### src/pee_pkg.sv
`timescale 1ns / 1ps
// Package for the prefix expression evaluator: opcodes, status codes,
// controller/datapath command and status structs, and the token decoder.
// No dependencies.
package pee_pkg;

    // Character codes of the expression alphabet.
    localparam logic [7:0] CHAR_ZERO  = 8'h30;
    localparam logic [7:0] DIGIT_MAX  = 8'd9;
    localparam logic [7:0] CHAR_PLUS  = 8'h2B;
    localparam logic [7:0] CHAR_MINUS = 8'h2D;
    localparam logic [7:0] CHAR_STAR  = 8'h2A;
    localparam logic [7:0] CHAR_SLASH = 8'h2F;
    localparam logic [7:0] CHAR_CARET = 8'h5E;
    localparam logic [7:0] CHAR_PCT   = 8'h25;

    // Result status codes.
    localparam logic [2:0] ST_OK      = 3'd0;
    localparam logic [2:0] ST_UNDER   = 3'd1;
    localparam logic [2:0] ST_DIVZERO = 3'd2;
    localparam logic [2:0] ST_OVER    = 3'd3;
    localparam logic [2:0] ST_EMPTY   = 3'd4;
    localparam logic [2:0] ST_ZNEGPOW = 3'd5;

    // The iterative unit runs one step per bit of a 32-bit operand.
    localparam int          ITER_STEPS = 32;
    localparam logic [4:0]  ITER_LAST  = 5'(ITER_STEPS - 1);

    typedef enum logic [2:0] {
        OP_DIGIT,
        OP_ADD,
        OP_SUB,
        OP_MUL,
        OP_DIV,
        OP_MOD,
        OP_POW,
        OP_OTHER
    } pee_op_t;

    typedef enum logic [1:0] {
        PUSH_DIGIT,
        PUSH_ALU,
        PUSH_ITER
    } pee_push_t;

    // Commands from the controller to the datapath.
    typedef struct packed {
        logic       load_token;
        logic       rd_top;
        logic       rd_second;
        logic       latch_a;
        logic       pop_two;
        logic       push;
        pee_push_t  push_src;
        logic       start_iter;
        logic       set_err;
        logic [2:0] err_code;
        logic       out_load;
    } pee_cmd_t;

    // Status from the datapath to the controller.
    typedef struct packed {
        pee_op_t op;
        logic    final_tok;
        logic    full;
        logic    lt2;
        logic    a_zero;
        logic    b_zero;
        logic    b_neg;
        logic    iter_done;
        logic    out_busy;
    } pee_stat_t;

    // Classify one expression character.
    function automatic pee_op_t pee_decode(input logic [7:0] c);
        pee_op_t op;
        if (c >= CHAR_ZERO && c <= CHAR_ZERO + DIGIT_MAX) begin
            op = OP_DIGIT;
        end
        else begin
            case (c)
                CHAR_PLUS:  op = OP_ADD;
                CHAR_MINUS: op = OP_SUB;
                CHAR_STAR:  op = OP_MUL;
                CHAR_SLASH: op = OP_DIV;
                CHAR_PCT:   op = OP_MOD;
                CHAR_CARET: op = OP_POW;
                default:    op = OP_OTHER;
            endcase
        end
        return op;
    endfunction

endpackage

### src/pee_ctrl.sv
`timescale 1ns / 1ps
// Controller state machine: sequences decode, pops, execution, push and the result.
// Depends on pee_pkg.
module pee_ctrl
    import pee_pkg::*;
(
    input  logic      clk,
    input  logic      rst_n,
    input  logic      in_valid,
    output logic      in_ready,
    input  pee_stat_t stat,
    output pee_cmd_t  cmd
);

    localparam logic [2:0] S_IDLE   = 3'd0;
    localparam logic [2:0] S_DECODE = 3'd1;
    localparam logic [2:0] S_POP_A  = 3'd2;
    localparam logic [2:0] S_POP_B  = 3'd3;
    localparam logic [2:0] S_EXEC   = 3'd4;
    localparam logic [2:0] S_WAIT   = 3'd5;
    localparam logic [2:0] S_FIN    = 3'd6;
    localparam logic [2:0] S_OUT    = 3'd7;

    logic [2:0] state_reg, state_next;

    assign in_ready = (state_reg == S_IDLE);

    // Next state and commands.
    always_comb
    begin
        state_next     = state_reg;
        cmd            = '0;
        cmd.push_src   = PUSH_ALU;
        cmd.err_code   = ST_OK;
        unique case (state_reg)
            S_IDLE:
            begin
                if (in_valid) begin
                    cmd.load_token = 1'b1;
                    state_next     = S_DECODE;
                end
            end
            S_DECODE:
            begin
                if (stat.op == OP_DIGIT) begin
                    if (stat.full) begin
                        cmd.set_err  = 1'b1;
                        cmd.err_code = ST_OVER;
                    end
                    else begin
                        cmd.push     = 1'b1;
                        cmd.push_src = PUSH_DIGIT;
                    end
                    state_next = S_FIN;
                end
                else if (stat.lt2) begin
                    cmd.set_err  = 1'b1;
                    cmd.err_code = ST_UNDER;
                    state_next   = S_FIN;
                end
                else begin
                    cmd.rd_top = 1'b1;
                    state_next = S_POP_A;
                end
            end
            S_POP_A:
            begin
                cmd.latch_a   = 1'b1;
                cmd.rd_second = 1'b1;
                state_next    = S_POP_B;
            end
            S_POP_B:
            begin
                cmd.pop_two = 1'b1;
                state_next  = S_EXEC;
            end
            S_EXEC:
            begin
                state_next = S_FIN;
                case (stat.op) inside
                    OP_ADD, OP_SUB, OP_MUL:
                    begin
                        cmd.push = 1'b1;
                    end
                    OP_DIV, OP_MOD:
                    begin
                        if (stat.b_zero) begin
                            cmd.push     = 1'b1;
                            cmd.set_err  = 1'b1;
                            cmd.err_code = ST_DIVZERO;
                        end
                        else begin
                            cmd.start_iter = 1'b1;
                            state_next     = S_WAIT;
                        end
                    end
                    OP_POW:
                    begin
                        if (stat.b_neg) begin
                            cmd.push     = 1'b1;
                            cmd.set_err  = stat.a_zero;
                            cmd.err_code = ST_ZNEGPOW;
                        end
                        else begin
                            cmd.start_iter = 1'b1;
                            state_next     = S_WAIT;
                        end
                    end
                    default:
                    begin
                        // Unknown operator: both operands are dropped.
                    end
                endcase
            end
            S_WAIT:
            begin
                if (stat.iter_done) begin
                    cmd.push     = 1'b1;
                    cmd.push_src = PUSH_ITER;
                    state_next   = S_FIN;
                end
            end
            S_FIN:
            begin
                if (stat.final_tok) begin
                    cmd.rd_top = 1'b1;
                    state_next = S_OUT;
                end
                else begin
                    state_next = S_IDLE;
                end
            end
            S_OUT:
            begin
                // Hold until the output register is free.
                if (!stat.out_busy) begin
                    cmd.out_load = 1'b1;
                    state_next   = S_IDLE;
                end
            end
            default:
            begin
                state_next = S_IDLE;
            end
        endcase
    end

    always_ff @(posedge clk or negedge rst_n)
    begin
        if (!rst_n) begin
            state_reg <= S_IDLE;
        end
        else begin
            state_reg <= state_next;
        end
    end

endmodule

### config.mk
export PLATFORM = sky130hd
export DESIGN_NAME = pee_ctrl
export DESIGN_NICKNAME = d
export VERILOG_FILES = /design/src/pee_pkg.sv /design/src/pee_ctrl.sv
export SDC_FILE = /design/constraint.sdc
export NUM_CORES = 1
export LEC_CHECK = 0
export ABC_AREA = 1
export ABC_CLOCK_PERIOD_IN_PS = 1300
export BUFFER_PORTS_ARGS = -buffer_cell sky130_fd_sc_hd__clkbuf_2
export CAP_MARGIN = 25
export CORE_AREA = 3 3 40 42
export CTS_BUF_LIST = sky130_fd_sc_hd__clkbuf_4 sky130_fd_sc_hd__clkbuf_8
export CTS_CLUSTER_SIZE = 10
export DETAILED_ROUTE_END_ITERATION = 16
export DIE_AREA = 0 0 43 45
export GPL_TIMING_DRIVEN = 1
export PLACE_DENSITY_LB_ADDON = 0.15
export SLEW_MARGIN = 20
export SYNTH_ARGS = -nofsm -noshare
export SYNTH_HDL_FRONTEND = slang
export SYNTH_SLANG_ARGS = --single-unit
### constraint.sdc
create_clock -name clk -period 1.3 [get_ports clk]
set_clock_uncertainty 0.2 [all_clocks]
set_input_delay 0.065 -clock clk [delete_from_list [all_inputs] [get_ports clk]]
set_output_delay 0.065 -clock clk [all_outputs]
set_load 0.02 [all_outputs]
==> results of run 1 <==
-- metrics by stage --
| step | setup WS (ns) | hold slack [ns] | instances | instance area (µm²) |
|---|---|---|---|---|
| floorplan | -0.0383 | -0.431 | 88 | 493 |
| global placement | -0.113 | -0.338 | 138 | 704 |
| detailed placement | -0.143 | -0.336 | 138 | 704 |
| CTS | -0.297 | 0.0262 | 148 | 873 |
| global route | -0.394 | 0.103 | 148 | 908 |
| finish | -0.299 | 0.0482 | 148 | 908 |
-- cells by family (layout without fill, tap and decap cells) --
group / after synthesis / count (layout) / share of synthesized area [%]
and+or+nand+nor: 58 / 58 / 56.2
buffers and inverters: 21 / 66 / 18.9
AOI/OAI and AO/OA: 6 / 6 / 7.74
DFF: 3 / 3 / 17.2
-- worst min-delay path: cells and delay by family --
kind,cells,cell delay [ns]
buffers and inverters,1,0.10
and+or+nand+nor,4,0.28
-- power breakdown --
group	leakage [µW]	total, µW	internal, µW	switching [µW]
clock	0.0000184	184	136	47.9
sequential	0.0000342	247	152	95.2
combinational	0.000479	1300	568	731
total	0.000532	1730	856	874
-- routing by layer --
layer / global-route usage [%] / vias up
met5: 0 / -
met4: 3.61 / 0
met3: 2.39 / 2
met2: 28.4 / 13
met1: 23.4 / 306
li1: - / 359
-- layout make-up --
type,count,share of cell area (%)
Multi-Input combinational cell,64,41.6
Tap cell,15,2.07
Sequential cell,3,8.54
Timing Repair Buffer,42,36.2
Clock buffer,4,3.31
Inverter,20,8.26
-- final timing paths --
kind / end / slack (ns)
worst min-delay path: state_reg[2] / 0.05
worst max-delay path: cmd[8] / -0.30
worst min register to register: state_reg[1] / 0.54
min in group asynchronous: state_reg[2] / 0.50
max in group asynchronous: state_reg[0] / 0.24
worst max register to register: state_reg[1] / -0.06
-- Yosys cell counts --
cell,count
nor3_1,2
o21a_1,1
buf_4,1
nand3_1,10
nand2_2,1
nand2_1,28
o21ai_1,2
nor2_1,13
o21ai_0,2
nor2_2,2
inv_1,18
nand4_1,2
dfrtp_1,3
o22ai_1,1
inv_2,2
-- timing repair --
| action | 4_1_cts | 5_1_grt |
|---|---|---|
| resized for setup | 22 | 12 |
| endpoints found under the setup margin | 18 | 18 |
| buffers inserted | 2 | 0 |
| pin swaps | 3 | 6 |
| hold buffers | 4 | 0 |
| hold endpoints to repair | 6 | 0 |
==> flow_summary.toml, run 1 <==
[run_status]
status = "complete, but fails checks"
violations = "setup timing"

[routing]
drt-initial-drc-count = 13
wl_met3_um = 51
vias = 680
wl_per_cell_um = 10.8
drc = 0
routed_via_density = 4.59
antenna_left = 0
maxUsedRoutingLayer = "met4"
first_pass_iters = 4
wl_met1_um = 731
wl_met2_um = 807
wl_um = 1600

[pwr]
ir_drop_v = 0.00102
power_density_nw_per_um2 = 1900
fin_total_pwr_uw = 1730
leakage_uw = 0.000532

[grt]
antenna_found_initial = 0
grt_max_degree = 8
grt_usage_pct = 17.0
overflow = 0
grt_pass1_wl_um = 2580
grt_pass1_vias = 603

[min_path]
hp-start = "stat[1]"
hp-class = "in -> reg"
hold-path-cell-count = 5

[sta]
layout_worst_path_cycle_share_pct = 123
rsz0062_at_grt = "true"
min_period_ns = 1.60
worst_slew_margin_rel_pct = 74.1
setup_tns_ns = -3.71
fmax_mhz = 626
slew_violations = 0
setup_violations = 18
timing.final.hold_violations = 0
worst_pin_slew_ns = 0.385
layout_setup_ws_ns = -0.299

[clock_tree]
clock_path_buffers = 2
cts_made_buffers = 3
clock-sinks = 3
clkTransAtPathRegs_ns = 0.04
htree_num_levels = 1
clock-root-buffer = "clkbuf_4"
tritoncts = "built"
clock_latency_ns = 0.23

[yosys]
ys_ff_latch = 3
syn_nets = 102
ys_warn_count = 0
syn_area_per_cell_um2 = 4.96
ys_seq_area_share_pct = 17.2
netlist_area_um2 = 437
yosysTopAreaCell = "nand2_1"
synth_area_leaders = "nand2_1 24%, dfrtp_1 17%, inv_1 15%, nand3_1 11%, nor2_1 11%"
synth_top_area_share_pct = 24.1
synth.distinct_cells = 15
synthCells = 88

[critical_path]
path_depth = 8
start_kind = "flop"
worstSetupPathType = "reg -> out"
endpoint_kind = "output pin"
path_cells = "inv_2 -> nand2_2 -> nor2_4 -> inv_2 -> nor2_4 -> nor2_4 -> nand2_2 -> clkbuf_8"
crit_path_start = "state_reg[1]"
critical_path_peak_fanout = 4
crit_family = "simple AND/OR/NAND/NOR gates"
arrival_ns = 1.33
crit_top_cell = "nor2_4"
worstRegToRegCells = 6
cp_num_buf_inv = 3
slowest_stage = "dfrtp_1"
crit_required_ns = 1.03
max_stage_delay_ns = 0.38
r2r_start = "state_reg[2]"

[floorplan]
die_h_um = 45
die_w_um = 43
num_rows = 13
start_util_pct = 34.0
core_um2 = 1280
dieArea_um2 = 1940
ios = 29

[placed_design]
dp_hpwl_um = 1190
place.gp.congestion = 0.761
port_buffers = 28

[final_layout]
layout_commonest_cell = "nand2_1"
layout_common_cells = "25 x nand2_1, 18 x clkbuf_2, 17 x inv_1"
multiInputGateArea_um2 = 378
layout-drive-gt1-share_pct = 49.6
seq_area_um2 = 77.6
largest_reg_flops = 3
num_antenna_cells = 0
nets = 148
syn_to_final_growth_pct = 108
nFillCells = 122
fin_util_pct = 70.7

[run]
drv_cap = 0
No activity file was read; power rests on OpenSTA's default activity.
==> inputs of run 2 (changes only) <==
--- a/config.mk
+++ b/config.mk
@@ -7,13 +7,13 @@
 export LEC_CHECK = 0
 export ABC_AREA = 1
 export ABC_CLOCK_PERIOD_IN_PS = 1300
-export BUFFER_PORTS_ARGS = -buffer_cell sky130_fd_sc_hd__clkbuf_2
 export CAP_MARGIN = 25
 export CORE_AREA = 3 3 40 42
 export CTS_BUF_LIST = sky130_fd_sc_hd__clkbuf_4 sky130_fd_sc_hd__clkbuf_8
 export CTS_CLUSTER_SIZE = 10
 export DETAILED_ROUTE_END_ITERATION = 16
 export DIE_AREA = 0 0 43 45
+export DONT_BUFFER_PORTS = 1
 export GPL_TIMING_DRIVEN = 1
 export PLACE_DENSITY_LB_ADDON = 0.15
 export SLEW_MARGIN = 20
==> run 2 against run 1 <==
  * The run ends with hold timing, setup timing left
  * Worst hold slack lost 0.054 ns
  * Register-to-register slack lost 0.13 ns
  * First-iteration DRC count down 54%
  * Clock-buffer cell count unchanged
  * Sequential power is essentially flat
  * Sequential share of layout area is 0.73 points higher
  * Critical path depth decreased by 3
  * Worst setup slack better by 0.057 ns
  * Flip-flop and latch count did not move
  * Global-route usage decreased by 1.1 points
  * Wire length shrank 6.2%
  * Critical endpoint is now cmd[4]
==> flow_summary.toml, run 2 (same netlist as run 1, synthesis figures left out) <==
[run_status]
status = "complete, but fails checks"
violations = "hold timing, setup timing"

[clock_tree]
clock-root-buffer = "clkbuf_4"
cts_made_buffers = 3
clock-sinks = 3
clock_latency_ns = 0.23
clock_path_buffers = 2
clkTransAtPathRegs_ns = 0.04
htree_num_levels = 1
tritoncts = "built"

[grt]
overflow = 0
grt_usage_pct = 15.9
grt_pass1_vias = 584
antenna_found_initial = 0
grt_pass1_wl_um = 2440
grt_max_degree = 8

[routing]
wl_um = 1500
antenna_left = 0
wl_per_cell_um = 11.4
drt-initial-drc-count = 6
vias = 619
routed_via_density = 4.69
drc = 0
first_pass_iters = 4

[sta]
slew_violations = 0
timing.final.hold_violations = 1
setup_violations = 18
fmax_mhz = 649
min_period_ns = 1.54
layout_worst_path_cycle_share_pct = 119
worst_pin_slew_ns = 0.390
layout_setup_ws_ns = -0.241
holdWs_ns = -0.00576
rsz0062_at_grt = "true"
worst_slew_margin_rel_pct = 73.8

[floorplan]
start_util_pct = 34.0
num_rows = 13
die_h_um = 45
dieArea_um2 = 1940
die_w_um = 43
ios = 29
core_um2 = 1280

[critical_path]
slowest_stage = "dfrtp_1"
start_kind = "flop"
worstSetupPathType = "reg -> out"
max_stage_delay_ns = 0.40
critical_path_peak_fanout = 4
crit_required_ns = 1.03
path_cells = "inv_2 -> nand2_2 -> nor2_4 -> nand3_1 -> nand2_2"
crit_top_cell = "nand2_2"
arrival_ns = 1.28
endpoint_kind = "output pin"

[placed_design]
place.gp.congestion = 0.740
port_buffers = 0
dp_slack_ns = -0.0972
dp_hpwl_um = 1110

[final_layout]
syn_to_final_growth_pct = 91.7
layout-drive-gt1-share_pct = 43.6
nets = 132
nFillCells = 127
layout_commonest_cell = "nand2_1"
layout_common_cells = "24 x nand2_1, 15 x inv_1, 13 x buf_4"
num_antenna_cells = 0
largest_reg_flops = 3

[pwr]
power_density_nw_per_um2 = 2100
leakage_uw = 0.000455
ir_drop_v = 0.00132

[run]
drv_cap = 0

[min_path]
hp-class = "in -> reg"
==> run 2: repair_timing <==
item	in CTS	in global routing
hold buffers	6	0
buffers inserted	3	3
endpoints found under the hold margin	6	0
gates resized for setup	17	8
endpoints found under the setup margin	18	18
pin swaps	3	4
==> run 2: cell type report <==
type	instances	area (µm²)	area share [%]
Inverter	20	77.6	9.27
Multi-Input combinational cell	64	388	46.3
Sequential cell	3	77.6	9.27
Clock buffer	4	30.0	3.59
Tap cell	15	18.8	2.24
Timing Repair Buffer	26	245	29.3
==> run 2: worst max-delay path, delay by kind of cell, from the launching register on <==
family | cells | cell delay [ns]
flip-flops | 1 | 0.40
AND/OR/NAND/NOR | 4 | 0.55
buffers and inverters | 1 | 0.10
==> run 2: per-layer routing <==
layer	vias to the layer above	routed length [µm]	global-route usage [%]
met5	-	0	0
met3	0	66	1.99
met4	0	0	1.81
li1	325	-	-
met2	12	812	29.6
met1	282	626	20.3
==> run 2: final timing paths <==
check / depth (start not counted) / slack, ns / start / end
worst max-delay path: 5 / -0.24 / state_reg[1] / cmd[4]
min in group asynchronous: 2 / 0.44 / rst_n / state_reg[1]
worst max register to register: 7 / -0.19 / state_reg[2] / state_reg[2]
max in group asynchronous: 2 / 0.30 / rst_n / state_reg[2]
worst min-delay path: 6 / -0.006 / stat[8] / state_reg[1]
worst min register to register: 5 / 0.58 / state_reg[2] / state_reg[2]
==> run 2: where the power goes <==
group	switching [µW]	internal [µW]	total, µW
Combinational	730	604	1330
Sequential	96.5	152	248
Clock	41.6	135	177
Total	869	891	1760
==> run 2: metrics by stage <==
step | util [%] | total power (µW) | cells | TNS (ns) | area, µm²
CTS | 61.2 | 1630 | 129 | -2.96 | 787
global route | 65.1 | 1900 | 132 | -4.51 | 837
detailed placement | 48.4 | 1260 | 116 | -0.506 | 622
global placement | 48.4 | 1250 | 116 | -0.304 | 622
floorplan | - | 893 | 88 | -0.0921 | 493
finish | 65.1 | 1760 | 132 | -3.27 | 837
